## config.mk

```make
export PLATFORM = sky130hd
export DESIGN_NAME = morse_character_keyer
export DESIGN_NICKNAME = d
export VERILOG_FILES = /design/src/mck_pkg.sv /design/src/morse_character_keyer.sv /design/src/mck_ctrl.sv /design/src/mck_dp.sv
export SDC_FILE = /design/constraint.sdc
export NUM_CORES = 1
export LEC_CHECK = 0
export ABC_AREA = 1
export BUFFER_PORTS_ARGS = -buffer_cell sky130_fd_sc_hd__buf_4
export CORE_ASPECT_RATIO = 1.75
export CORE_MARGIN = 2
export CORE_UTILIZATION = 60
export CTS_CLUSTER_SIZE = 12
export DETAILED_ROUTE_END_ITERATION = 7
export GPL_TIMING_DRIVEN = 1
export PLACE_DENSITY_LB_ADDON = 0.3
export SLEW_MARGIN = 15
export SYNTH_ARGS = -nofsm -noshare
export SYNTH_HDL_FRONTEND = slang
export SYNTH_SLANG_ARGS = --single-unit
```

## constraint.sdc

```tcl
create_clock -name clock -period 8.4 [get_ports clock]
set_input_delay 2.52 -clock clock [delete_from_list [all_inputs] [get_ports clock]]
set_output_delay 2.52 -clock clock [all_outputs]
set_load 0.02 [all_outputs]
```

## src/mck_pkg.sv

```systemverilog
// Shared types, constants and character table for the Morse character keyer.
package mck_pkg;

   localparam int unsigned CHAR_W     = 8;
   localparam int unsigned UNITS_W    = 3;
   localparam int unsigned CYCLES_W   = 8;
   localparam int unsigned DUR_W      = 10;
   localparam int unsigned LEN_W      = 3;
   localparam int unsigned PAT_W      = 4;
   localparam int unsigned IDX_W      = 2;
   localparam int unsigned RSP_DATA_W = 16;

   localparam logic [CYCLES_W-1:0] UNIT_CYCLES_RESET = 8'd8;

   localparam logic [UNITS_W-1:0] DOT_UNITS        = 3'd1;
   localparam logic [UNITS_W-1:0] DASH_UNITS       = 3'd3;
   localparam logic [UNITS_W-1:0] ELEM_GAP_UNITS   = 3'd1;
   localparam logic [UNITS_W-1:0] LETTER_GAP_UNITS = 3'd3;
   localparam logic [UNITS_W-1:0] WORD_GAP_UNITS   = 3'd4;
   localparam logic [UNITS_W-1:0] UNSUP_UNITS      = 3'd0;

   typedef enum logic [1:0] {
      KIND_LETTER,
      KIND_SPACE,
      KIND_UNSUP
   } char_kind_type;

   typedef enum logic [1:0] {
      EMIT_NONE,
      EMIT_MARK,
      EMIT_GAP,
      EMIT_SINGLE
   } emit_type;

   typedef struct packed {
      char_kind_type          kind;
      logic [LEN_W-1:0]       len;
      logic [PAT_W-1:0]       dashes;   // bit i set: mark i is a dash
   } char_info_type;

   typedef struct packed {
      logic     load;
      emit_type emit;
   } mck_cmd_type;

   typedef struct packed {
      logic out_free;
      logic single;
      logic final_mark;
   } mck_status_type;

   function automatic char_info_type decode_char(input logic [CHAR_W-1:0] c);
      char_info_type info;
      info = '{kind: KIND_LETTER, len: 3'd0, dashes: 4'h0};
      case (c)
         " ":     info = '{kind: KIND_SPACE, len: 3'd0, dashes: 4'h0};
         "n":     info.len = 3'd2;
         "i":     info.len = 3'd2;
         "k":     begin info.len = 3'd3; info.dashes = 4'h5; end
         "t":     begin info.len = 3'd1; info.dashes = 4'h1; end
         "a":     begin info.len = 3'd2; info.dashes = 4'h2; end
         "h":     info.len = 3'd4;
         "e":     info.len = 3'd1;
         "l":     begin info.len = 3'd4; info.dashes = 4'h2; end
         "o":     begin info.len = 3'd3; info.dashes = 4'h7; end
         "w":     begin info.len = 3'd3; info.dashes = 4'h6; end
         "r":     begin info.len = 3'd3; info.dashes = 4'h2; end
         "d":     begin info.len = 3'd3; info.dashes = 4'h1; end
         default: info = '{kind: KIND_UNSUP, len: 3'd0, dashes: 4'h0};
      endcase
      if (c == "n") begin
         info.dashes = 4'h1;
      end
      return info;
   endfunction

endpackage

```

## src/morse_character_keyer.sv

```systemverilog
// Top level of the Morse character keyer: sequencer plus datapath.
//
//  channel  dir  handshake             payload
//  req      in   req_tvalid/tready     tdata[7:0] char_code
//  rsp      out  rsp_tvalid/tready     tdata: key_on, unit_count, duration_cycles,
//                                      unsupported; tlast: last
//  csr      in   csr_valid/csr_ready   csr_data[7:0] unit_cycles
//
// A letter is one load and then one beat per element (each mark and each gap);
// space and unsupported codes are one load and one beat. The sequencer handles
// one character at a time. rsp stalls hold the sequencer in place; the output
// register lets the next element be built as soon as the current beat is taken.
// Synchronous active-high reset; unit_cycles resets to 8.
module morse_character_keyer
   import mck_pkg::*;
(
   input  logic                  clock,
   input  logic                  reset,
   input  logic                  req_tvalid,
   output logic                  req_tready,
   input  logic [CHAR_W-1:0]     req_tdata,   // [7:0] char_code
   output logic                  rsp_tvalid,
   input  logic                  rsp_tready,
   output logic [RSP_DATA_W-1:0] rsp_tdata,   // [0] key_on, [3:1] unit_count,
                                              // [13:4] duration_cycles, [14] unsupported
   output logic                  rsp_tlast,
   input  logic                  csr_valid,
   output logic                  csr_ready,
   input  logic [CYCLES_W-1:0]   csr_data
);

   mck_cmd_type         cmd;
   mck_status_type      status;
   logic                key_on, unsupported;
   logic [UNITS_W-1:0]  unit_count;
   logic [DUR_W-1:0]    duration_cycles;

   assign csr_ready = 1'b1;

   mck_ctrl u_ctrl (
      .clock      (clock),
      .reset      (reset),
      .req_tvalid (req_tvalid),
      .req_tready (req_tready),
      .status     (status),
      .cmd        (cmd)
   );

   mck_dp u_dp (
      .clock           (clock),
      .reset           (reset),
      .char_code       (req_tdata),
      .csr_we          (csr_valid & csr_ready),
      .csr_data        (csr_data),
      .cmd             (cmd),
      .status          (status),
      .rsp_valid       (rsp_tvalid),
      .rsp_ready       (rsp_tready),
      .key_on          (key_on),
      .unit_count      (unit_count),
      .duration_cycles (duration_cycles),
      .unsupported     (unsupported),
      .last            (rsp_tlast)
   );

   assign rsp_tdata = {1'b0, unsupported, duration_cycles, unit_count, key_on};

   a_busy_after_accept: assert property (@(posedge clock) disable iff (reset)
      (req_tvalid && req_tready) |=> !req_tready)
      else $error("keyer ready right after accepting a character");

   a_unsup_shape: assert property (@(posedge clock) disable iff (reset)
      (rsp_tvalid && unsupported) |-> (rsp_tlast && unit_count == UNSUP_UNITS && !key_on))
      else $error("unsupported beat malformed");

   a_mark_not_last: assert property (@(posedge clock) disable iff (reset)
      (rsp_tvalid && key_on) |-> !rsp_tlast)
      else $error("mark flagged as last");

   a_word_gap: assert property (@(posedge clock) disable iff (reset)
      (rsp_tvalid && unit_count == WORD_GAP_UNITS) |-> (rsp_tlast && !key_on))
      else $error("word gap malformed");

endmodule

```

## src/mck_ctrl.sv

```systemverilog
// Sequencer for the Morse character keyer: steps marks and gaps of one character.
module mck_ctrl
   import mck_pkg::*;
(
   input  logic           clock,
   input  logic           reset,
   input  logic           req_tvalid,
   output logic           req_tready,
   input  mck_status_type status,
   output mck_cmd_type    cmd
);

   typedef enum logic [1:0] {
      S_IDLE,
      S_MARK,
      S_GAP
   } state_type;

   state_type state_ff, state_in;

   always_comb begin
      state_in = state_ff;
      cmd      = '{load: 1'b0, emit: EMIT_NONE};
      case (state_ff)
         S_IDLE: begin
            if (req_tvalid) begin
               cmd.load = 1'b1;
               state_in = S_MARK;
            end
         end
         S_MARK: begin
            if (status.out_free) begin
               if (status.single) begin
                  cmd.emit = EMIT_SINGLE;
                  state_in = S_IDLE;
               end else begin
                  cmd.emit = EMIT_MARK;
                  state_in = S_GAP;
               end
            end
         end
         S_GAP: begin
            if (status.out_free) begin
               cmd.emit = EMIT_GAP;
               state_in = status.final_mark ? S_IDLE : S_MARK;
            end
         end
         default: state_in = S_IDLE;
      endcase
   end

   assign req_tready = (state_ff == S_IDLE);

   always_ff @(posedge clock) begin
      if (reset) begin
         state_ff <= S_IDLE;
      end else begin
         state_ff <= state_in;
      end
   end

endmodule

```

## src/mck_dp.sv

```systemverilog
// Datapath for the Morse character keyer: character registers, element build, output beat.
module mck_dp
   import mck_pkg::*;
(
   input  logic                  clock,
   input  logic                  reset,
   input  logic [CHAR_W-1:0]     char_code,
   input  logic                  csr_we,
   input  logic [CYCLES_W-1:0]   csr_data,
   input  mck_cmd_type           cmd,
   output mck_status_type        status,
   output logic                  rsp_valid,
   input  logic                  rsp_ready,
   output logic                  key_on,
   output logic [UNITS_W-1:0]    unit_count,
   output logic [DUR_W-1:0]      duration_cycles,
   output logic                  unsupported,
   output logic                  last
);

   logic [CYCLES_W-1:0] unit_cycles_ff;
   char_info_type       info_ff;
   logic [IDX_W-1:0]    idx_ff;
   logic                valid_ff;
   logic                key_ff, unsup_ff, last_ff;
   logic [UNITS_W-1:0]  units_ff;
   logic [DUR_W-1:0]    dur_ff;

   logic                final_mark;
   logic                is_dash;
   logic                e_key, e_unsup, e_last;
   logic [UNITS_W-1:0]  e_units;
   logic [UNITS_W+CYCLES_W-1:0] e_prod;

   assign final_mark = ((LEN_W'(idx_ff) + LEN_W'(1)) == info_ff.len);
   assign is_dash    = info_ff.dashes[idx_ff];

   always_comb begin
      e_key   = 1'b0;
      e_unsup = 1'b0;
      e_last  = 1'b0;
      e_units = UNSUP_UNITS;
      case (cmd.emit)
         EMIT_MARK: begin
            e_key   = 1'b1;
            e_units = is_dash ? DASH_UNITS : DOT_UNITS;
         end
         EMIT_GAP: begin
            e_units = final_mark ? LETTER_GAP_UNITS : ELEM_GAP_UNITS;
            e_last  = final_mark;
         end
         EMIT_SINGLE: begin
            e_last = 1'b1;
            if (info_ff.kind == KIND_SPACE) begin
               e_units = WORD_GAP_UNITS;
            end else begin
               e_unsup = 1'b1;
            end
         end
         default: ;
      endcase
   end

   assign e_prod = (UNITS_W+CYCLES_W)'(e_units) * (UNITS_W+CYCLES_W)'(unit_cycles_ff);

   always_ff @(posedge clock) begin
      if (reset) begin
         unit_cycles_ff <= UNIT_CYCLES_RESET;
         valid_ff       <= 1'b0;
      end else begin
         if (csr_we) begin
            unit_cycles_ff <= csr_data;
         end
         if (cmd.emit != EMIT_NONE) begin
            valid_ff <= 1'b1;
         end else if (rsp_ready) begin
            valid_ff <= 1'b0;
         end
      end
   end

   always_ff @(posedge clock) begin
      if (cmd.load) begin
         info_ff <= decode_char(char_code);
         idx_ff  <= '0;
      end else if (cmd.emit == EMIT_GAP && !final_mark) begin
         idx_ff  <= idx_ff + IDX_W'(1);
      end
      if (cmd.emit != EMIT_NONE) begin
         key_ff   <= e_key;
         units_ff <= e_units;
         dur_ff   <= e_prod[DUR_W-1:0];
         unsup_ff <= e_unsup;
         last_ff  <= e_last;
      end
   end

   assign status = '{out_free:   (!valid_ff || rsp_ready),
                     single:     (info_ff.kind != KIND_LETTER),
                     final_mark: final_mark};

   assign rsp_valid       = valid_ff;
   assign key_on          = key_ff;
   assign unit_count      = units_ff;
   assign duration_cycles = dur_ff;
   assign unsupported     = unsup_ff;
   assign last            = last_ff;

endmodule
```

# Word-level counts from Yosys, hierarchy flattened
# Cells that the tools add are included.
totals:
  elab_cells: 81
  in_bits: 21
  rom_bits: 0
  output_inout_bits: 20
  ramBits: 0
  regBits: 38
  latch_bits: 0
  n_memories: 0
op_classes:
  mul: 1
  mux: 26
  reduce_logical: 16
  n_lt_le_gt_ge: 1
  n_shift: 0
  div: 0
  bitwise_logic: 0
  addsub: 2
  n_eq_ne: 23
ops:
  columns: ["op", "count"]
  rows:
  - ["== test 8 x 7 -> 1 bit (second input constant)", 12]
  - ["two-way mux 2 bit", 9]
  - ["one-hot mux 3 bit (5 select lines)", 1]
  - ["one-hot mux 3 bit (4 select lines)", 1]
  - ["OR reduction 12 bit", 1]
  - ["multiplier 3 x 8 -> 10 bit", 1]
  - ["one-hot mux 3 bit (3 select lines)", 1]
  - ["== test 8 x 6 -> 1 bit (second input constant)", 1]
  - ["two-way mux 1 bit", 8]
  - ["one-hot mux 2 bit (2 select lines)", 2]
  - ["== test 2 x 1 -> 1 bit (second input constant)", 3]
  - ["== test 2 bit (second input constant)", 3]
  - ["inequality test 2 bit (second input constant)", 3]
  - ["one-hot mux 2 bit (3 select lines)", 1]
  - ["nonzero test 2 bit", 3]
  - ["OR reduction 2 bit", 3]
  - ["OR reduction 3 bit", 2]
  - ["OR reduction 5 bit", 1]
  - ["adder 2 x 1 -> 3 bit (second input constant)", 1]
  - ["== test 3 bit", 1]
  - ["< comparator 2 x 3 -> 1 bit (second input constant)", 1]
  - ["two-way mux 3 bit", 1]
  - ["AND reduction 3 bit", 1]
  - ["adder 2 x 1 -> 2 bit (second input constant)", 1]
  - ["6 further kinds", 7]

# Logic depth before layout (Yosys ltp)
depth:
  word_depth: 7
  ltp_mapped: 19
  ltp_nobuf: 19

# Cells and area by module
# A second synthesis with hierarchy kept.
unflattened:
  cells_unflattened: 321
  hier_area_um2: 2542.4
by_module_without_submodules:
  columns: ["module", "cells_per_inst", "area_per_inst_um2", "instances", "seq_area_each_um2"]
  rows:
  - ["mck_dp", 276, 2253.4, 1, 940.9]
  - ["mck_ctrl", 39, 251.5, 1, 40.0]
  - ["morse_character_keyer", 6, 37.5, 1, 0.0]

# Worst setup path after synthesis
# Ideal clock, no wire load.
synth_timing:
  path_type: "input to register"
  start: "input rsp_tready"
  end: "register u_dp.dur_ff[8], in the netlist u_dp.duration_cycles[8], data pin"
  path_buffers: 0
  path_stages: 15
  setup_time_ns: 0.258
  arrival_time_ns: 5.080
  required_time_ns: 8.142
  setup_slack_ns: 3.062
  path_cell_list: "inv_1 nand2_1 nand2_1 a21oi_1 inv_1 ha_1 nor3_4 inv_1 nor2_1 fa_1 ha_1 fa_1 nand4_1 nand3_1 xor2_1"
synth_via:
  elab_chain_len: 6
  word_cells_on_any_way: 9
  classes_between: "mul: 1; eq/ne: 3; mux: 4; reduce/logical: 1"
synth_lines:
  columns: ["item", "line_no", "rtl"]
  rows:
  - ["from (decl)", "morse_character_keyer.sv:23", "input logic rsp_tready,"]
  - ["logical OR 1 bit (*)", "mck_dp.sv:98", "assign status = '{out_free: (!valid_ff || rsp_ready),"]
  - ["two-way mux 2 bit, on equally long branches", "mck_ctrl.sv:32, mck_ctrl.sv:43", null]
  - ["one-hot mux 2 bit (2 select lines) (*)", "mck_ctrl.sv:24", "case (state_ff)"]
  - ["== test 2 bit or == test 2 x 1 -> 1 bit (tied branches)", "mck_dp.sv:43", "case (cmd.emit)"]
  - ["one-hot mux 3 bit (3 select lines) (*)", "mck_dp.sv:43", null]
  - ["named net u_dp.e_units[2]", "mck_dp.sv:32", "logic [UNITS_W-1:0] e_units;"]
  - ["multiplier 3 x 8 -> 10 bit (*)", "mck_dp.sv:64", "assign e_prod = (UNITS_W+CYCLES_W)'(e_units) * (UNITS_W+CYCLES_W)'(unit_cycles_ff);"]
  - ["named net u_dp.e_prod[8]", "mck_dp.sv:33", "logic [UNITS_W+CYCLES_W-1:0] e_prod;"]
  - ["to (signal assigned)", "mck_dp.sv:92", "dur_ff <= e_prod[DUR_W-1:0];"]
  - ["to (decl)", "mck_dp.sv:27", "logic [DUR_W-1:0] dur_ff;"]
# Mark *: on every way through the listed nets, which the timed path passes. The rest lies on a longest branch.
# A chain may end at the register's enable or synchronous reset.

# Worst setup path in the final report
layout_timing:
  start: "input rsp_tready"
  end: "register u_dp.dur_ff[9], in the netlist u_dp.duration_cycles[9], data pin"
# The elaborated chain is that of the path after synthesis.

==> flow_metrics.tcl <==
set metrics [dict create \
    status "complete, no violations" \
    synth_area_leaders "edfxtp_1 30%, dfxtp_1 11%, nand2_1 10%, ha_1 9.9%, inv_1 8.0%" \
    dp_cells 371 \
    nFillCells 313 \
    r2r-start "u_ctrl.state_ff[0]" \
    fin_crit_sh_pct 65.65 \
    timing.rr.end "u_dp.duration_cycles[9]" \
    drcViolationCount 0 \
    synth_cell_types 26 \
    reg2reg_depth 17 \
    cts_tree "yes" \
    drive_gt1_share_pct 16.62 \
    max-cap-violations 0 \
    regToRegSetupSlack_ns 4.58 \
    synth-compound-area-share_pct 7.448 \
    portBuffers 38 \
    path_max_fanout 6 \
    post-route-util_pct 72.98 \
    ant_nets 0 \
    finalInstanceArea_um2 2821 \
    placed_area_um2 2710 \
    relSlewSlack_pct 59.80 \
    tightest_slew_ns 0.6023 \
    ys_ff_latch 37 \
    start_util_pct 62.14 \
    clk_pin_slew_worst_paths_ns 0.07 \
    period_minus_slack_ns 5.515 \
    drtIter0Drc 36 \
    final_cells 379 \
    via_count 2029 \
    holdBufCountCts 0 \
    required_ns 8.46 \
    cts_resized 0 \
    routabilityCongestion 0.9309 \
    synthAdderAreaFrac_pct 15.73 \
    root_buffer "clkbuf_8" \
    cts_setup_buffers 0 \
    grt_max_degree 17 \
    yosys.area.top_type "edfxtp_1" \
    firstDrtPassIters 4 \
    cts_buffer_depth 2 \
    synthesis.yosys.warnings 0 \
    overflow 0 \
    yosys.area.top_type_share_pct 30.00 \
    critPathCaptureType "register" \
    diodes 0 \
    min-delay-start "u_dp.unit_cycles_ff[5]" \
    skew_ns 0.005242 \
    syn_inst 291 \
    design.die.area_um2 4546 \
    antenna_found_initial 0 \
    synthXorXnorAreaFrac_pct 2.917 \
    grt_pass1_wl_um 8514 \
    rows 30 \
    hold_viol_final 0 \
    rsz0062_at_grt "false" \
    start_kind "input port" \
    htree_levels 2 \
    area_delta_synth_final_pct 17.45 \
    cts_buffers 5 \
    final_nets 377 \
    netlist_area_um2 2402 \
    synth_sequential_area_ratio_pct 40.83 \
    clock_sinks 37 \
    hold_end "u_dp.unit_cycles_ff[5]" \
    wire_per_inst_um 13.54 \
    holdCritPathClass "reg -> reg" \
    fp.dieH_um 87.71 \
    hpwl_um 4200 \
    timing.final.max_slew_violations 0 \
    power_mw 0.4364 \
    fin_tns_setup_ns 0 \
    die_x_um 51.83 \
    irDropWorstVdd_uv 137.4 \
    synth_top_family_by_area "simple AND/OR/NAND/NOR gates" \
    via_per_inst 5.354 \
    synth-simple-area-share_pct 22.92 \
    core_um2 3866 \
    routed_wl_um 5133 \
    fmax_mhz 181.3 \
    power_density_nw_per_um2 154.7 \
    synth_nets 338 \
    grt_usage_pct 25.74 \
    crit_arrival_ns 5.57 \
    whs_path_depth 2 \
    finalSetupViolations 0 \
    insertion_delay_ns 0.30 \
    power_leakage_nw 1.460 \
    crit_type "in -> reg" \
    grt_pass1_vias 2071 \
    synthMuxAreaShare_pct 0 \
    syn_avg_cell_area_um2 8.255 \
    ios 41 \
]
==> synth_stat cells (all sizes together) <==
| cell type | number |
|---|---|
| o22ai | 1 |
| nand3 | 17 |
| xor2 | 5 |
| xnor2 | 3 |
| nand4 | 6 |
| buf | 4 |
| a21o | 1 |
| nor3 | 4 |
| o21ai | 13 |
| fa | 7 |
| a21oi | 18 |
| conb | 2 |
| nor2 | 31 |
| clkbuf | 2 |
| a31oi | 1 |
| nand2 | 67 |
| ha | 19 |
| inv | 53 |
| edfxtp | 24 |
| dfxtp | 13 |
==> state kept, by name, summed over array words and instances, names as in the netlist <==
signal                count
u_dp.info_ff              8
u_dp.rsp_valid            1
u_dp.duration_cycles     10
u_dp.idx_ff               2
u_dp.unit_count           3
u_ctrl.state_ff           2
u_dp.key_on               1
u_dp.last                 1
u_dp.unit_cycles_ff       8
u_dp.unsupported          1
==> how the worst max path moves through the flow <==
stage	start	end	slack, ns	cells past startpoint
after floorplan	rsp_tready	u_dp.duration_cycles[8]	3.06	15
after global placement	rsp_tready	u_dp.duration_cycles[8]	2.81	16
after detailed placement	rsp_tready	u_dp.duration_cycles[8]	2.69	16
after CTS	rsp_tready	u_dp.duration_cycles[9]	2.92	18
after global routing	rsp_tready	u_dp.duration_cycles[9]	2.68	18
final	rsp_tready	u_dp.duration_cycles[9]	2.89	18
==> kinds of logic after synthesis <==
logic type,count (synthesis)
AND/OR/NAND/NOR,125
buffers and inverters,59
flip-flops,37
AO/OA/AOI/OAI,34
adder cells (fa/ha/maj),26
XOR/XNOR,8
other,2
==> per-stage QoR <==
stage          setup slack (ns)  hold slack, ns
4_1_cts                   2.917          0.4901
6_report                  2.885          0.4882
2_1_floorplan             3.062          0.4613
3_5_place_dp              2.693          0.4799
5_1_grt                   2.683          0.5266
3_3_place_gp              2.810          0.4826
==> per-layer routing <==
metal | global-route usage (%) | share of wire [%] | routed length (µm) | vias up
li1 | - | - | - | 1002
met1 | 20.00 | 31 | 1566 | 951
met2 | 52.13 | 60 | 3087 | 52
met3 | 5.461 | 4.0 | 205 | 24
met4 | 16.75 | 5.3 | 273 | 0
met5 | 0 | 0 | 0 | -
==> layout by cell type, fill, tap and decap left out, drive strengths merged, types with 8 or more instances in the layout <==
cell,instances
edfxtp,24
inv,53
o21ai,13
nand2,67
nand3,17
nor2,31
a21oi,18
buf,38
clkbuf,8
dfxtp,13
ha,19
==> area by class of cell <==
class / count / area [µm²] / area share [%]
timing repair buffer: 38 / 285.3 / 10.11
inverter: 53 / 198.9 / 7.051
clock buffer: 8 / 111.4 / 3.947
sequential: 37 / 980.9 / 34.77
multi-input combinational: 195 / 1185 / 42.00
tap: 48 / 60.06 / 2.129
==> critical path, cell delays in order <==
cell and delay (ns):
buf_4 0.08, inv_1 0.03, nand2_1 0.09, nand2_1 0.08, a21oi_1 0.26, inv_1 0.14
ha_1 0.27, nor3_4 0.32, inv_1 0.14, nor2_1 0.19, fa_1 0.43, ha_1 0.39
a21oi_1 0.28, nor2_1 0.07, nor2_1 0.09, nand3_1 0.09, nand2_1 0.07, nand2_1 0.04
==> report_power, final <==
part	internal, mW	switching, mW
Sequential	0.208	0.00657
Clock	0.0848	0.0639
Combinational	0.0270	0.0460
Total	0.320	0.117
No activity file was read; power rests on OpenSTA's default activity.
